`config.mk`:
```
export PLATFORM = sky130hd
export DESIGN_NAME = seven_segment_to_aligned_text_core
export DESIGN_NICKNAME = d
export VERILOG_FILES = /design/src/rtl/ssat_pkg.sv /design/src/rtl/ssat_decode.sv /design/src/rtl/ssat_format.sv /design/src/rtl/seven_segment_to_aligned_text_core.sv
export SDC_FILE = /design/constraint.sdc
export NUM_CORES = 1
export LEC_CHECK = 0
export BUFFER_PORTS_ARGS = -buffer_cell sky130_fd_sc_hd__buf_2
export CORE_UTILIZATION = 40
export DETAILED_ROUTE_END_ITERATION = 10
export RECOVER_POWER = 100
export SETUP_SLACK_MARGIN = 0.5
export SYNTH_ARGS = -nofsm -noshare
export SYNTH_HDL_FRONTEND = slang
export SYNTH_SLANG_ARGS = --single-unit
```
`constraint.sdc`:
```
create_clock -name clk -period 6.85 [get_ports clk]
set_input_delay 2.055 -clock clk [delete_from_list [all_inputs] [get_ports clk]]
set_output_delay 2.055 -clock clk [all_outputs]
set_load 0.05 [all_outputs]
```
`src/rtl/ssat_pkg.sv`:
```
package ssat_pkg;

	localparam int NumPos = 6;

	// Segment patterns, gfedcba, decimal point excluded.
	localparam logic [6:0] SEG_MASK  = 7'h7F;
	localparam logic [7:0] SEG_POINT = 8'h80;
	localparam logic [6:0] SEG_D0    = 7'h3F;
	localparam logic [6:0] SEG_D1    = 7'h06;
	localparam logic [6:0] SEG_D2    = 7'h5B;
	localparam logic [6:0] SEG_D3    = 7'h4F;
	localparam logic [6:0] SEG_D4    = 7'h66;
	localparam logic [6:0] SEG_D5    = 7'h6D;
	localparam logic [6:0] SEG_D6    = 7'h7D;
	localparam logic [6:0] SEG_D7    = 7'h07;
	localparam logic [6:0] SEG_D8    = 7'h7F;
	localparam logic [6:0] SEG_D9    = 7'h6F;
	localparam logic [6:0] SEG_MINUS = 7'h40;

	// ASCII codes, cut to six bits.
	localparam logic [5:0] CH_SPACE = 6'd32;
	localparam logic [5:0] CH_MINUS = 6'd45;
	localparam logic [5:0] CH_POINT = 6'd46;
	localparam logic [5:0] CH_ZERO  = 6'd48;

	typedef struct packed {
		logic [7:0] seg_byte_1;
		logic [7:0] seg_byte_2;
		logic [7:0] seg_byte_3;
		logic [7:0] seg_byte_4;
		logic [7:0] seg_byte_5;
		logic [7:0] seg_byte_6;
	} seg_item_t;

	typedef struct packed {
		logic [5:0] sign_char;
		logic [5:0] int_char_0;
		logic [5:0] int_char_1;
		logic [5:0] int_char_2;
		logic [5:0] int_char_3;
		logic [5:0] point_char;
		logic [5:0] frac_char_0;
		logic [5:0] frac_char_1;
		logic [5:0] frac_char_2;
		logic [5:0] frac_char_3;
	} text_t;

	// One decoded display position. Non-digits carry digit value zero.
	typedef struct packed {
		logic [3:0] digit;
		logic       minus;
		logic       point;
	} pos_t;

	typedef struct packed {
		logic                  valid;
		pos_t [NumPos-1:0]     pos;
	} dec_bus_t;

	function automatic pos_t seg_decode(input logic [7:0] b);
		pos_t p;
		p.point = (b & SEG_POINT) != 8'h00;
		p.minus = 1'b0;
		unique case (b[6:0] & SEG_MASK)
			SEG_D0: p.digit = 4'd0;
			SEG_D1: p.digit = 4'd1;
			SEG_D2: p.digit = 4'd2;
			SEG_D3: p.digit = 4'd3;
			SEG_D4: p.digit = 4'd4;
			SEG_D5: p.digit = 4'd5;
			SEG_D6: p.digit = 4'd6;
			SEG_D7: p.digit = 4'd7;
			SEG_D8: p.digit = 4'd8;
			SEG_D9: p.digit = 4'd9;
			SEG_MINUS: begin
				p.digit = 4'd0;
				p.minus = 1'b1;
			end
			default: p.digit = 4'd0;
		endcase
		return p;
	endfunction

endpackage

```
`src/rtl/ssat_decode.sv`:
```
module ssat_decode
	import ssat_pkg::*;
(
	input  logic      clk,
	input  logic      arst_n,
	input  logic      take,
	input  seg_item_t item,
	output dec_bus_t  dec
);

	seg_item_t item_s1;
	logic      valid_s1;

	always_ff @(posedge clk or negedge arst_n) begin
		if (!arst_n) begin
			valid_s1 <= 1'b0;
		end else begin
			valid_s1 <= take;
		end
	end

	always_ff @(posedge clk) begin
		if (take) begin
			item_s1 <= item;
		end
	end

	always_comb begin
		dec.valid  = valid_s1;
		dec.pos[0] = seg_decode(item_s1.seg_byte_1);
		dec.pos[1] = seg_decode(item_s1.seg_byte_2);
		dec.pos[2] = seg_decode(item_s1.seg_byte_3);
		dec.pos[3] = seg_decode(item_s1.seg_byte_4);
		dec.pos[4] = seg_decode(item_s1.seg_byte_5);
		dec.pos[5] = seg_decode(item_s1.seg_byte_6);
	end

endmodule

```
`src/rtl/ssat_format.sv`:
```
module ssat_format
	import ssat_pkg::*;
(
	input  logic     clk,
	input  logic     arst_n,
	input  dec_bus_t dec,
	output logic     done,
	output text_t    result
);

	pos_t [NumPos-1:0] kept;
	logic              neg;
	logic [2:0]        drop_idx;
	logic [2:0]        klen;
	logic [2:0]        ilen;
	logic              pfound;
	logic [2:0]        iidx [4];
	logic [3:0]        fidx [4];
	logic [5:0]        ichr [4];
	logic [5:0]        fchr [4];
	text_t             text;
	text_t             result_s2;
	logic              done_s2;

	// The first minus is removed; later positions move up by one.
	always_comb begin
		neg      = 1'b0;
		drop_idx = 3'd0;
		for (int i = 0; i < NumPos; i++) begin
			if (!neg && dec.pos[i].minus) begin
				neg      = 1'b1;
				drop_idx = 3'(i);
			end
		end
		for (int j = 0; j < NumPos - 1; j++) begin
			kept[j] = (neg && 3'(j) >= drop_idx) ? dec.pos[j+1] : dec.pos[j];
		end
		kept[NumPos-1] = dec.pos[NumPos-1];
		klen = neg ? 3'(NumPos - 1) : 3'(NumPos);
	end

	// The integer part runs through the first kept point, or all kept positions.
	always_comb begin
		ilen   = klen;
		pfound = 1'b0;
		for (int j = 0; j < NumPos; j++) begin
			if (!pfound && 3'(j) < klen && kept[j].point) begin
				pfound = 1'b1;
				ilen   = 3'(j + 1);
			end
		end
	end

	always_comb begin
		for (int i = 0; i < 4; i++) begin
			iidx[i] = ilen - 3'(4 - i);
			if (ilen >= 3'(4 - i)) begin
				ichr[i] = CH_ZERO + {2'b00, kept[iidx[i]].digit};
			end else begin
				ichr[i] = CH_SPACE;
			end
			fidx[i] = {1'b0, ilen} + 4'(i);
			if (fidx[i] < {1'b0, klen}) begin
				fchr[i] = CH_ZERO + {2'b00, kept[fidx[i][2:0]].digit};
			end else begin
				fchr[i] = CH_ZERO;
			end
		end
	end

	always_comb begin
		text.sign_char   = neg ? CH_MINUS : CH_SPACE;
		text.int_char_0  = ichr[0];
		text.int_char_1  = ichr[1];
		text.int_char_2  = ichr[2];
		text.int_char_3  = ichr[3];
		text.point_char  = CH_POINT;
		text.frac_char_0 = fchr[0];
		text.frac_char_1 = fchr[1];
		text.frac_char_2 = fchr[2];
		text.frac_char_3 = fchr[3];
	end

	always_ff @(posedge clk or negedge arst_n) begin
		if (!arst_n) begin
			done_s2 <= 1'b0;
		end else begin
			done_s2 <= dec.valid;
		end
	end

	always_ff @(posedge clk) begin
		if (dec.valid) begin
			result_s2 <= text;
		end
	end

	assign done   = done_s2;
	assign result = result_s2;

endmodule

```
`src/rtl/seven_segment_to_aligned_text_core.sv`:
```
// Channel   Handshake          Word
// input     start, busy        item   (six seven-segment bytes)
// result    done (strobe)      result (ten six-bit ASCII characters)
//
// One word is accepted every cycle; busy is always low.
// Each accepted word passes through the input register and then the result
// register, which drives done/result.
// Reset clears only the valid flags of the two register stages.
// The receiver cannot stall; each result is shown for one cycle only.
module seven_segment_to_aligned_text_core
	import ssat_pkg::*;
(
	input  logic      clk,
	input  logic      arst_n,
	input  logic      start,
	output logic      busy,
	input  seg_item_t item,
	output logic      done,
	output text_t     result
);

	dec_bus_t dec;

	assign busy = 1'b0;

	ssat_decode u_decode (
		.clk    (clk),
		.arst_n (arst_n),
		.take   (start && !busy),
		.item   (item),
		.dec    (dec)
	);

	ssat_format u_format (
		.clk    (clk),
		.arst_n (arst_n),
		.dec    (dec),
		.done   (done),
		.result (result)
	);

endmodule
```
# Yosys cells after proc, flatten, opt, wreduce, memory -nomap -nowiden
# Index checks and enable logic that the tools add are counted.
dict set report word_totals {
  reg_bits 104
  inputBits 51
  elab_cells 207
}
dict set report op_classes {
  add_sub_neg 15
  magnitude_cmp 27
  n_eq_ne 60
  mux 57
  reduce_logical 31
}
# op n
set op_table {}
lappend op_table {{7-bit equality test (second input constant)} 48}
lappend op_table {{4-bit one-hot mux with 9 select lines} 6}
lappend op_table {{6-bit binary-select mux with 3-bit select} 8}
lappend op_table {{7-bit by 3-bit equality test with 1-bit output (second input constant)} 12}
lappend op_table {{6-bit 2-to-1 mux} 13}
lappend op_table {{5-bit by 5-bit adder with 6-bit output (first input constant)} 8}
lappend op_table {{3-bit by 4-bit < comparator with 1-bit output (second input constant)} 8}
lappend op_table {{3-bit 2-to-1 mux} 10}
lappend op_table {{1-bit logical AND} 21}
lappend op_table {{1-bit 2-to-1 mux} 18}
lappend op_table {{4-bit by 3-bit < comparator with 1-bit output} 3}
lappend op_table {{1-bit zero test} 10}
lappend op_table {{3-bit by 2-bit adder with 4-bit output (second input constant)} 2}
lappend op_table {{1-bit by 3-bit >= comparator with 1-bit output (first input constant)} 2}
lappend op_table {{2-bit by 3-bit >= comparator with 1-bit output (first input constant)} 2}
lappend op_table {{3-bit by 2-bit >= comparator with 1-bit output (second input constant)} 2}
lappend op_table {{1-bit by 3-bit < comparator with 1-bit output (first input constant)} 2}
lappend op_table {{2-bit by 3-bit < comparator with 1-bit output (first input constant)} 2}
lappend op_table {{3-bit < comparator (first input constant)} 2}
lappend op_table {{3-bit by 2-bit subtractor with 3-bit output (second input constant)} 2}
lappend op_table {{3-bit by 1-bit adder with 4-bit output (second input constant)} 1}
lappend op_table {{4-bit 2-to-1 mux} 1}
lappend op_table {{3-bit by 1-bit >= comparator with 1-bit output (second input constant)} 1}
lappend op_table {{3-bit >= comparator (first input constant)} 1}
lappend op_table {{other kinds (5)} 5}

# Depth between registers and ports, before layout
# Gate-level depths: netlist of the first run.
dict set report logic_depth {
  word_depth 47
  depth_mapped 15
}

# Cells and area by module
# From an unflattened synthesis of the first run, not the netlist that was laid out.
dict set report hier_totals {
  hier_cells 560
  area_unflattened_um2 5724.2
}
# module instances cells_each area_each_um2 seq_area_each_um2
set modules_own_cells {}
lappend modules_own_cells {ssat_format 1 364 3323.2 1136.1}
lappend modules_own_cells {ssat_decode 1 194 2389.8 1466.4}
lappend modules_own_cells {seven_segment_to_aligned_text_core 1 2 11.3 0.0}

# Worst setup path before layout of the first run
# OpenSTA, ideal clock, no wires.
dict set report synth_timing {
  path_type {flip-flop to flip-flop}
  from {reg u_decode.item_s1[41] (netlist name)}
  to {reg u_format.result_s2 (netlist bit u_format.result[43]), data pin}
  setup_time_ps 152
  arrival_ps 3513
  setup_slack_ps 3186
  path_stages_with_launch 15
  path_buffers 4
  period_less_slack_ps 3664
  cell_sequence {edfxtp_1 -> or4_4 -> buf_6 -> nor2_4 -> mux2_2 -> nor3_2 -> o31a_1 -> buf_6 -> inv_8 -> buf_12 -> ha_1 -> clkbuf_1 -> inv_1 -> or3_1 -> a31oi_1}
}
dict set report synth_between {
  elab_chain_len 47
  word_cells_on_any_way 87
  classes_between {add/sub: 2; order compare: 12; eq/ne: 10; mux: 32; reduce/logical: 31}
}
# item line
set synth_lines {}
lappend synth_lines {{start: declaration} ssat_decode.sv:11} ;# seg_item_t item_s1;
lappend synth_lines {{start signal: assignment} ssat_decode.sv:24} ;# item_s1 <= item;
lappend synth_lines {{7-bit equality test} ssat_pkg.sv:64} ;# unique case (b[6:0] & SEG_MASK)
lappend synth_lines {{1-bit 2-to-1 mux} ssat_pkg.sv:64}
lappend synth_lines {{1-bit 2-to-1 mux} ssat_format.sv:30} ;# if (!neg && dec.pos[i].minus) begin
lappend synth_lines {{1-bit zero test} ssat_format.sv:30}
lappend synth_lines {{1-bit logical AND} ssat_format.sv:30}
lappend synth_lines {{1-bit 2-to-1 mux} ssat_format.sv:30}
lappend synth_lines {{1-bit zero test} ssat_format.sv:30}
lappend synth_lines {{1-bit logical AND} ssat_format.sv:30}
lappend synth_lines {{[... 30 more ...]} -}
lappend synth_lines {{1-bit 2-to-1 mux} ssat_format.sv:47} ;# if (!pfound && 3'(j) < klen && kept[j].point) begin
lappend synth_lines {{1-bit zero test} ssat_format.sv:47}
lappend synth_lines {{1-bit logical AND (2 in series)} ssat_format.sv:47}
lappend synth_lines {{3-bit 2-to-1 mux} ssat_format.sv:47}
lappend synth_lines {{3-bit by 2-bit subtractor with 3-bit output} ssat_format.sv:56} ;# iidx[i] = ilen - 3'(4 - i);
lappend synth_lines {{6-bit binary-select mux with 3-bit select} ssat_format.sv:58} ;# ichr[i] = CH_ZERO + {2'b00, kept[iidx[i]].digit};
lappend synth_lines {{6-bit 2-to-1 mux (implied by the code)} ssat_format.sv:58}
lappend synth_lines {{5-bit by 5-bit adder with 6-bit output} ssat_format.sv:58}
lappend synth_lines {{end signal: assignment} ssat_format.sv:94} ;# result_s2 <= text;
lappend synth_lines {{end: declaration} ssat_format.sv:22} ;# text_t result_s2;
# Several ways; a longest one is shown, not always the timed one. The select of a mux whose other input is x is not followed.
# A chain may end at the register's enable or synchronous reset.

# Worst setup path after layout of the first run
dict set report layout_timing {
  from {reg u_decode.item_s1[46] (netlist name)}
  to {reg u_format.result_s2 (netlist bit u_format.result[1]), data pin}
}
dict set report layout_between {
  elab_chain_len 47
  word_cells_on_any_way 87
  classes_between {add/sub: 2; order compare: 12; eq/ne: 10; mux: 32; reduce/logical: 31}
}
# item line
set layout_lines {}
lappend layout_lines {{7-bit equality test} ssat_pkg.sv:64}
lappend layout_lines {{1-bit 2-to-1 mux} ssat_pkg.sv:64}
lappend layout_lines {{1-bit 2-to-1 mux} ssat_format.sv:30}
lappend layout_lines {{1-bit zero test} ssat_format.sv:30}
lappend layout_lines {{1-bit logical AND} ssat_format.sv:30}
lappend layout_lines {{1-bit 2-to-1 mux} ssat_format.sv:30}
lappend layout_lines {{1-bit zero test} ssat_format.sv:30}
lappend layout_lines {{1-bit logical AND} ssat_format.sv:30}
lappend layout_lines {{[... 30 more ...]} -}
lappend layout_lines {{1-bit 2-to-1 mux} ssat_format.sv:47}
lappend layout_lines {{1-bit zero test} ssat_format.sv:47}
lappend layout_lines {{1-bit logical AND (2 in series)} ssat_format.sv:47}
lappend layout_lines {{3-bit 2-to-1 mux} ssat_format.sv:47}
lappend layout_lines {{3-bit by 2-bit adder with 4-bit output} ssat_format.sv:62} ;# fidx[i] = {1'b0, ilen} + 4'(i);
lappend layout_lines {{6-bit binary-select mux with 3-bit select} ssat_format.sv:64} ;# fchr[i] = CH_ZERO + {2'b00, kept[fidx[i][2:0]].digit};
lappend layout_lines {{6-bit 2-to-1 mux (implied by the code)} ssat_format.sv:64}
lappend layout_lines {{5-bit by 5-bit adder with 6-bit output} ssat_format.sv:64}
# Several ways; a longest one is shown, not always the timed one. The select of a mux whose other input is x is not followed.

==> impl_metrics.ini, run 1 <==
[outcome]
status = finished with violations
violations = capacitance limit, slew limit

[critical_path]
r2r-end = u_format.result[1]
crit_path_start_kind = flip-flop
cp_num_buf_inv = 1
arrival_ps = 5550
critical_path_class = reg2reg
r2r-start = u_decode.item_s1[46]
cp_cell_sequence = or3b_1, a2bb2oi_1, nand3_1, or3_1, a31oi_1, inv_1, ha_1, xnor2_1, nand2_1, o22ai_1
cp_top_family = compound AO/OA/AOI/OAI gates
r2r_setup_slack_ps = 1480
worstRegToRegCells = 10
crit_fanout = 11
max_stage_delay_ps = 840
worstPathRequired_ps = 7030
crit_path_end_kind = flip-flop
slowest_stage = a31oi_1

[detailed_routing]
wl_um = 10900
drtAntennaViolNets = 0
drt-initial-drc-count = 237
firstDrtPassIters = 4
vias = 3668
avgViaCountPerCell = 5.24
wl_per_cell_um = 15.6
drc = 0

[finish]
stdcell_count = 700
mostFrequentLayoutCell = edfxtp_1
fillers = 1171
layout_common_cells = edfxtp_1 (84), buf_2 (46), clkbuf_1 (45)
nNetsFinal = 584
synthToLayoutAreaGrowth_pct = 13.5
antenna_cells = 0
design_area_um2 = 5860
drive_above_1_share = 0.161

[hold_path]
hold_depth = 0
min_to = u_format.done
hold_path_class = reg2reg
hold_start = u_decode.valid_s1

[power_and_ir_drop]
seq_power_share = 0.455
switchingPower_w = 0.000434
clock_power_share = 0.352
total_power_w = 0.00146
ir_drop_mv = 0.169
power_frac_comb = 0.193
p_per_area_nw_per_um2 = 249
intPower_w = 0.00103
p_leak_nw = 2.11
p_sw_frac = 0.297

[die]
num_rows = 41
die_w_um = 116
start_util = 0.409
die_area_um2 = 13400
io_pins = 113
fp.dieH_um = 116
core_area_um2 = 12600

[clocking]
clk_latency_ps = 350
post_cts_resize_count = 0
clock_sinks = 86
clockBufferDepth = 2
cts-root-buf = clkbuf_16
clk_pin_slew_worst_paths_ps = 60
postCtsSetupRepairBufs = 0
hold_buffers = 0
numCtsBuffers = 9
htree_num_levels = 3
cts_tree = yes

[sta]
timing.setup.tns_ps = 0
hold_viol_final = 0
setup_viol = 0
relSlewSlack = -0.727
rsz0062_at_grt = false
worstMarginPinSlew_ps = 2590
max_freq_mhz = 186
final.setup_skew_ps = 8.01
whs_ps = 385
period_minus_slack_ps = 5370
period_share = 0.784
drv_slew = 87

[global_route]
met2_usage = 0.263
use_met3 = 0.0335
use_met1 = 0.221
top_usage_layer = met2
antenna_found_initial = 0
grt_max_degree = 49
grt-ovfl-total = 0
grt_pass1_wl_um = 16900
grt_pass1_vias = 3343
grt_use_total = 0.169

[synth]
syn_avg_cell_area_um2 = 11.9
netlist_instances = 433
yosys_warnings = 0
synth_edf_count = 84
synthFlopType = edfxtp_1
synth.distinct_cells = 76
synthArstFlopShare = 0.0233
synth-seq-area-share = 0.498
syn-cell-area_um2 = 5160
synth_seq_cells = 86

[place]
gp_congestion = 0.869
dp_hpwl_um = 8220
placed_area_um2 = 5660
numPortBuffers = 89
place_inst = 684

[flow_run]
cap_violations = 2
==> area by class of cell <==
class                   count  area, µm²  share of cell area
multi-input cells         322       2300               0.393
repair buffers             90        395              0.0675
clock buffers              10        229              0.0391
inverters                  14       60.1              0.0102
well taps                 172        215              0.0367
flip-flops and latches     86       2570               0.439
clock inverters             6       86.3              0.0147
==> how the worst max path moves through the flow <==
| stage | startpoint | end | slack, ps | cells after the start |
|---|---|---|---|---|
| 2_1_floorplan | u_decode.item_s1[41] | u_format.result[43] | 3190 | 14 |
| 3_3_place_gp | u_decode.item_s1[41] | u_format.result[12] | 2390 | 11 |
| 3_5_place_dp | u_decode.item_s1[41] | u_format.result[15] | 2320 | 11 |
| 4_1_cts | u_decode.item_s1[41] | u_format.result[15] | 2310 | 11 |
| 5_1_grt | u_decode.item_s1[46] | u_format.result[3] | 1080 | 10 |
| 6_report | u_decode.item_s1[46] | u_format.result[1] | 1480 | 10 |
==> through the flow <==
step	setup WS, ps	utilization
floorplan	3190	-
global placement	2390	0.448
detailed placement	2320	0.448
CTS	2310	0.473
global route	1080	0.464
finish	1480	0.464
==> registers in the layout, indices dropped and copies added (netlist names) <==
| signal | cells |
|---|---|
| u_decode.dec | 5 |
| u_decode.item_s1 | 42 |
| u_format.result | 37 |
| u_format.done | 1 |
| u_decode.valid_s1 | 1 |
==> layer usage <==
metal / share of wire / wire length (µm)
met1: 0.48 / 5180
met2: 0.45 / 4930
met3: 0.052 / 568
met4: 0.020 / 223
met5: 0 / 0
==> worst register-to-register path, delay by kind of cell (launching register included) <==
kind / cells / cell delay, ps
AO/OA/AOI/OAI: 3 / 1790
AND/OR/NAND/NOR: 4 / 1730
flip-flops: 1 / 470
XOR/XNOR: 1 / 470
buffers and inverters: 1 / 400
adder cells (fa/ha/maj): 1 / 350
==> kinds of logic after synthesis <==
| kind of cell | synth area share |
|---|---|
| buffers and inverters | 0.0603 |
| flip-flops | 0.498 |
| other | 0.00145 |
| adder cells (fa/ha/maj) | 0.0242 |
| AO/OA/AOI/OAI | 0.138 |
| multiplexers | 0.110 |
| AND/OR/NAND/NOR | 0.156 |
| XOR/XNOR | 0.0119 |
==> cell usage after synthesis, drive strengths merged (2+ instances only) <==
master    n  area share
a21oi    17       0.016
a22o      2      0.0034
a31oi     3      0.0065
a32o      2      0.0039
a41oi     2      0.0034
and2      3      0.0036
and3      4      0.0048
and3b     2      0.0034
and4b     4      0.0078
buf      30       0.047
clkbuf    2      0.0015
conb      2      0.0015
dfrtp     2      0.0097
edfxtp   84        0.49
ha       10       0.024
inv      14       0.012
mux2     15       0.036
mux2i    38       0.074
nand2    34       0.026
nand2b   11       0.013
nand3    12       0.014
nand3b    3      0.0044
nand4     4      0.0048
nor2     21       0.017
nor2b     5      0.0061
nor3     12       0.014
nor3b     6      0.0087
nor4b     4      0.0097
o211ai    3      0.0044
o21a      3      0.0044
o21ai     9      0.0087
o22a      2      0.0034
o22ai    17       0.021
o2bb2ai   3      0.0051
o311ai    2      0.0048
o32ai    12       0.022
or3       6      0.0073
or3b      2      0.0034
or4       2      0.0036
xnor2     5      0.0085
xor2      2      0.0034
==> power by group through the flow <==
stage	Sequential [W]	Combinational [W]	Clock [W]
floorplan	0.000729	0.000179	0
global placement	0.000670	0.000287	0
detailed placement	0.000673	0.000291	0
CTS	0.000662	0.000292	0.000527
global route	0.000671	0.000304	0.000549
finish	0.000664	0.000282	0.000513
(Power assumes the default switching activity.)
==> run 2: changes to the inputs <==
Clock period 6.85 ns to 4.6 ns, I/O delays scaled along.
==> impl_metrics.ini, run 2 (synthesis gave the netlist of run 1 again) <==
[critical_path]
crit_path_end_kind = flip-flop
critical_path_class = reg2reg
worstPathRequired_ps = 4680
max_stage_delay_ps = 640
worstRegToRegCells = 10
arrival_ps = 4190
slowest_stage = or4_4
cp_cell_sequence = or4_4, a2bb2oi_4, nand2_1, mux2i_1, nand3_1, ha_1, a211oi_1, clkinv_1, nand2b_1, o22ai_1
crit_fanout = 12
crit_path_start_kind = flip-flop

[finish]
antenna_cells = 0
synthToLayoutAreaGrowth_pct = 15.0
fillers = 1175
drive_above_1_share = 0.178
utilization = 0.471
stdcell_count = 701
layout_common_cells = edfxtp_1 (84), buf_2 (47), clkbuf_1 (44)
largest_register_ffs = 42
largest-register = u_decode.item_s1
mostFrequentLayoutCell = edfxtp_1
nNetsFinal = 585
design_area_um2 = 5940

[global_route]
grt_max_degree = 49
grt_pass1_wl_um = 16700
grt_pass1_vias = 3300
grt-ovfl-total = 0
grt_use_total = 0.165
antenna_found_initial = 0

[clocking]
clock_sinks = 86
htree_num_levels = 3
clockBufferDepth = 2
postCtsSetupRepairBufs = 0
clk_pin_slew_worst_paths_ps = 60
cts_tree = yes
numCtsBuffers = 9
clk_latency_ps = 330
cts-root-buf = clkbuf_16

[sta]
worstMarginPinSlew_ps = 2520
period_share = 0.895
relSlewSlack = -0.683
setup_viol = 0
final.setup_skew_ps = 6.99
rsz0062_at_grt = false
period_minus_slack_ps = 4120
setup_ws_ps = 484
hold_viol_final = 0
drv_slew = 87
timing.setup.tns_ps = 0
max_freq_mhz = 243

[outcome]
status = finished with violations
violations = capacitance limit, slew limit

[detailed_routing]
wl_per_cell_um = 15.6
drc = 0
wl_um = 10900
avgViaCountPerCell = 5.30
vias = 3718
drtAntennaViolNets = 0
drt-initial-drc-count = 292
firstDrtPassIters = 4

[place]
dp_hpwl_um = 8230
place_ws_ps = 677
numPortBuffers = 89
placed_area_um2 = 5670
gp_congestion = 0.867
place_inst = 685

[die]
start_util = 0.409
die_w_um = 116
fp.dieH_um = 116
core_area_um2 = 12600
die_area_um2 = 13400
io_pins = 113
num_rows = 41

[hold_path]
hold_path_class = reg2reg
hold_depth = 0

[power_and_ir_drop]
p_per_area_nw_per_um2 = 373
ir_drop_mv = 0.193
p_leak_nw = 2.16

[flow_run]
cap_violations = 2
[run 2: cell count changes in the layout (fill, tap and decap cells not counted), moves of 2 or more]
| cell | previous run | this run |
|---|---|---|
| mux2_4 | 3 | 5 |
| mux2_1 | 5 | 2 |
| clkbuf_8 | 0 | 2 |
| clkinv_2 | 2 | 0 |
[run 2: where the power goes]
group          internal [W]  total, W  switching, W
combinational      0.000124  0.000426      0.000303
sequential         0.000933  0.000989     0.0000563
clock              0.000508  0.000802      0.000293
[run 2: routing by layer]
metal  up-vias  track usage  routed length [µm]  part of all wire
met4         0       0.0573                 122             0.011
met5         -            0                   0                 0
met3         8       0.0387                 555             0.051
met1      1756        0.223                5130              0.47
met2       131        0.261                5140              0.47
li1       1823            -                   -                 -
[run 2: worst paths after layout]
path                                            from             endpoint  slack [ps]
worst min register to register     u_decode.valid_s1        u_format.done         380
min in group asynchronous                     arst_n    u_decode.valid_s1         810
worst max register to register  u_decode.item_s1[41]  u_format.result[44]         480
worst min-delay path               u_decode.valid_s1        u_format.done         380
worst max-delay path            u_decode.item_s1[41]  u_format.result[44]         480
max in group asynchronous                     arst_n        u_format.done        3670
[run 2: worst max-delay path: cells and delay by family (launching register included)]
kind	cells	cell delay, ps
simple gates	4	1530
compound gates	3	750
flops	1	470
fa+ha+maj	1	380
buf+inv	1	210
mux	1	520
[run 2: layout make-up]
type	count	area, µm²	share of cell area
Sequential cell	86	2570	0.433
Multi-Input combinational cell	322	2350	0.396
Timing Repair Buffer	91	404	0.0680
Clock buffer	12	256	0.0432
Tap cell	172	215	0.0362
Clock inverter	4	77.6	0.0131
Inverter	14	60.1	0.0101
[run 2: stage by stage]
step                      hold slack, ps  power (W)
after global placement               361    0.00143
final                                381    0.00222
after global routing                 396    0.00231
after CTS                            384    0.00224
after floorplan                      779    0.00135
after detailed placement             370    0.00144
[run 2: what timing repair did]
action,in CTS,in global routing
resized for setup,0,3
hold buffers,0,0
endpoints found under the setup margin,0,11
==> run 3: changes to the inputs <==
Settings changed: CORE_UTILIZATION 40 to 47, HOLD_SLACK_MARGIN set to 0.05, PLACE_DENSITY set to 0.73.
==> impl_metrics.ini, run 3 (synthesis gave the netlist of run 1 again) <==
[outcome]
status = finished with violations
violations = capacitance limit, slew limit

[global_route]
grt_max_degree = 49
grt_use_total = 0.186
antenna_found_initial = 0
grt-ovfl-total = 0
grt_pass1_vias = 3361
grt_pass1_wl_um = 16300

[detailed_routing]
drc = 0
drt-initial-drc-count = 158
wl_per_cell_um = 15.4
avgViaCountPerCell = 5.57
wl_um = 10300
vias = 3710
drtAntennaViolNets = 0
firstDrtPassIters = 5

[finish]
mostFrequentLayoutCell = edfxtp_1
layout_common_cells = edfxtp_1 (84), buf_2 (47), clkbuf_1 (44)
largest-register = u_decode.item_s1
largest_register_ffs = 42
synthToLayoutAreaGrowth_pct = 12.0
utilization = 0.550
antenna_cells = 0
drive_above_1_share = 0.181
nNetsFinal = 586

[die]
num_rows = 37
die_area_um2 = 11400
io_pins = 113
start_util = 0.491
fp.dieH_um = 107
die_w_um = 107
core_area_um2 = 10500

[sta]
relSlewSlack = -0.643
period_minus_slack_ps = 4040
drv_slew = 87
period_share = 0.879
timing.setup.tns_ps = 0
max_freq_mhz = 247
rsz0062_at_grt = false
hold_viol_final = 0
final.setup_skew_ps = 12.6
setup_ws_ps = 557
setup_viol = 0
worstMarginPinSlew_ps = 2460

[critical_path]
arrival_ps = 4130
critical_path_class = reg2reg
crit_fanout = 14
crit_path_end_kind = flip-flop
worstPathRequired_ps = 4690
crit_path_start_kind = flip-flop

[clocking]
hold_buffers = 0
htree_num_levels = 3
clockBufferDepth = 2
clk_pin_slew_worst_paths_ps = 80
clock_sinks = 86
cts-root-buf = clkbuf_8
clk_latency_ps = 370
cts_tree = yes
numCtsBuffers = 9

[power_and_ir_drop]
ir_drop_mv = 0.176
p_per_area_nw_per_um2 = 343
total_power_w = 0.00198
p_leak_nw = 2.11

[place]
gp_congestion = 0.845
place_ws_ps = 654
dp_hpwl_um = 7690
numPortBuffers = 89

[flow_run]
cap_violations = 2

[hold_path]
hold_path_class = reg2reg
run 3: changes by cell type in the layout (fill, tap and decap cells not counted), sizes merged:
cell,delta
clkinvlp,+1
buf,+1
clkinv,+1
clkbuf,-2
run 3: path summary, 6_finish.rpt:
kind,startpoint,endpoint,slack (ps),depth (start not counted)
max reg2reg,u_decode.item_s1[41],u_format.result[15],560,12
min reg2reg,u_decode.valid_s1,u_format.done,400,0
min in group asynchronous,arst_n,u_decode.valid_s1,780,1
min,u_decode.valid_s1,u_format.done,400,0
max in group asynchronous,arst_n,u_format.done,3700,1
max,u_decode.item_s1[41],u_format.result[15],560,12
run 3: final cells by class:
cell class	count	area (µm²)
clock buffers	10	128
clock inverters	6	86.3
fillers	920	4730
inverters	14	60.1
multi-input cells	322	2350
flip-flops and latches	86	2570
well taps	136	170
repair buffers	92	412
run 3: critical path, stage by stage (launching register included):
cell      delay [ps]
edfxtp_1         470
or4_4            630
nor2_4           140
mux2_1           520
nor3_1           390
o31a_1           350
inv_8            110
ha_1             410
ha_1             320
inv_1             30
o211ai_1         150
buf_4            160
o22ai_1           70
run 3: per-layer routing:
metal | vias up | wire length [µm] | track usage
li1 | 1825 | - | -
met1 | 1733 | 4730 | 0.247
met2 | 137 | 4780 | 0.294
met3 | 15 | 529 | 0.0304
met4 | 0 | 208 | 0.0930
met5 | - | 0 | 0
run 3: timing repair:
action | CTS | global route
endpoints found under the setup margin | 0 | 10
resized for setup | 0 | 3
setup buffers | 0 | 1
endpoints found under the hold margin | 0 | 0
run 3: power by group:
group	switching [W]	internal [W]
clock	0.000263	0.000305
sequential	0.0000557	0.000931
combinational	0.000302	0.000125
run 3: through the flow:
step                      hold slack (ps)  cell area, µm²  cells
after global placement                362            5620    649
final                                 397            5780    666
after floorplan                       779            5240    454
after CTS                             396            5840    665
after detailed placement              378            5620    649
after global routing                  414            5780    666
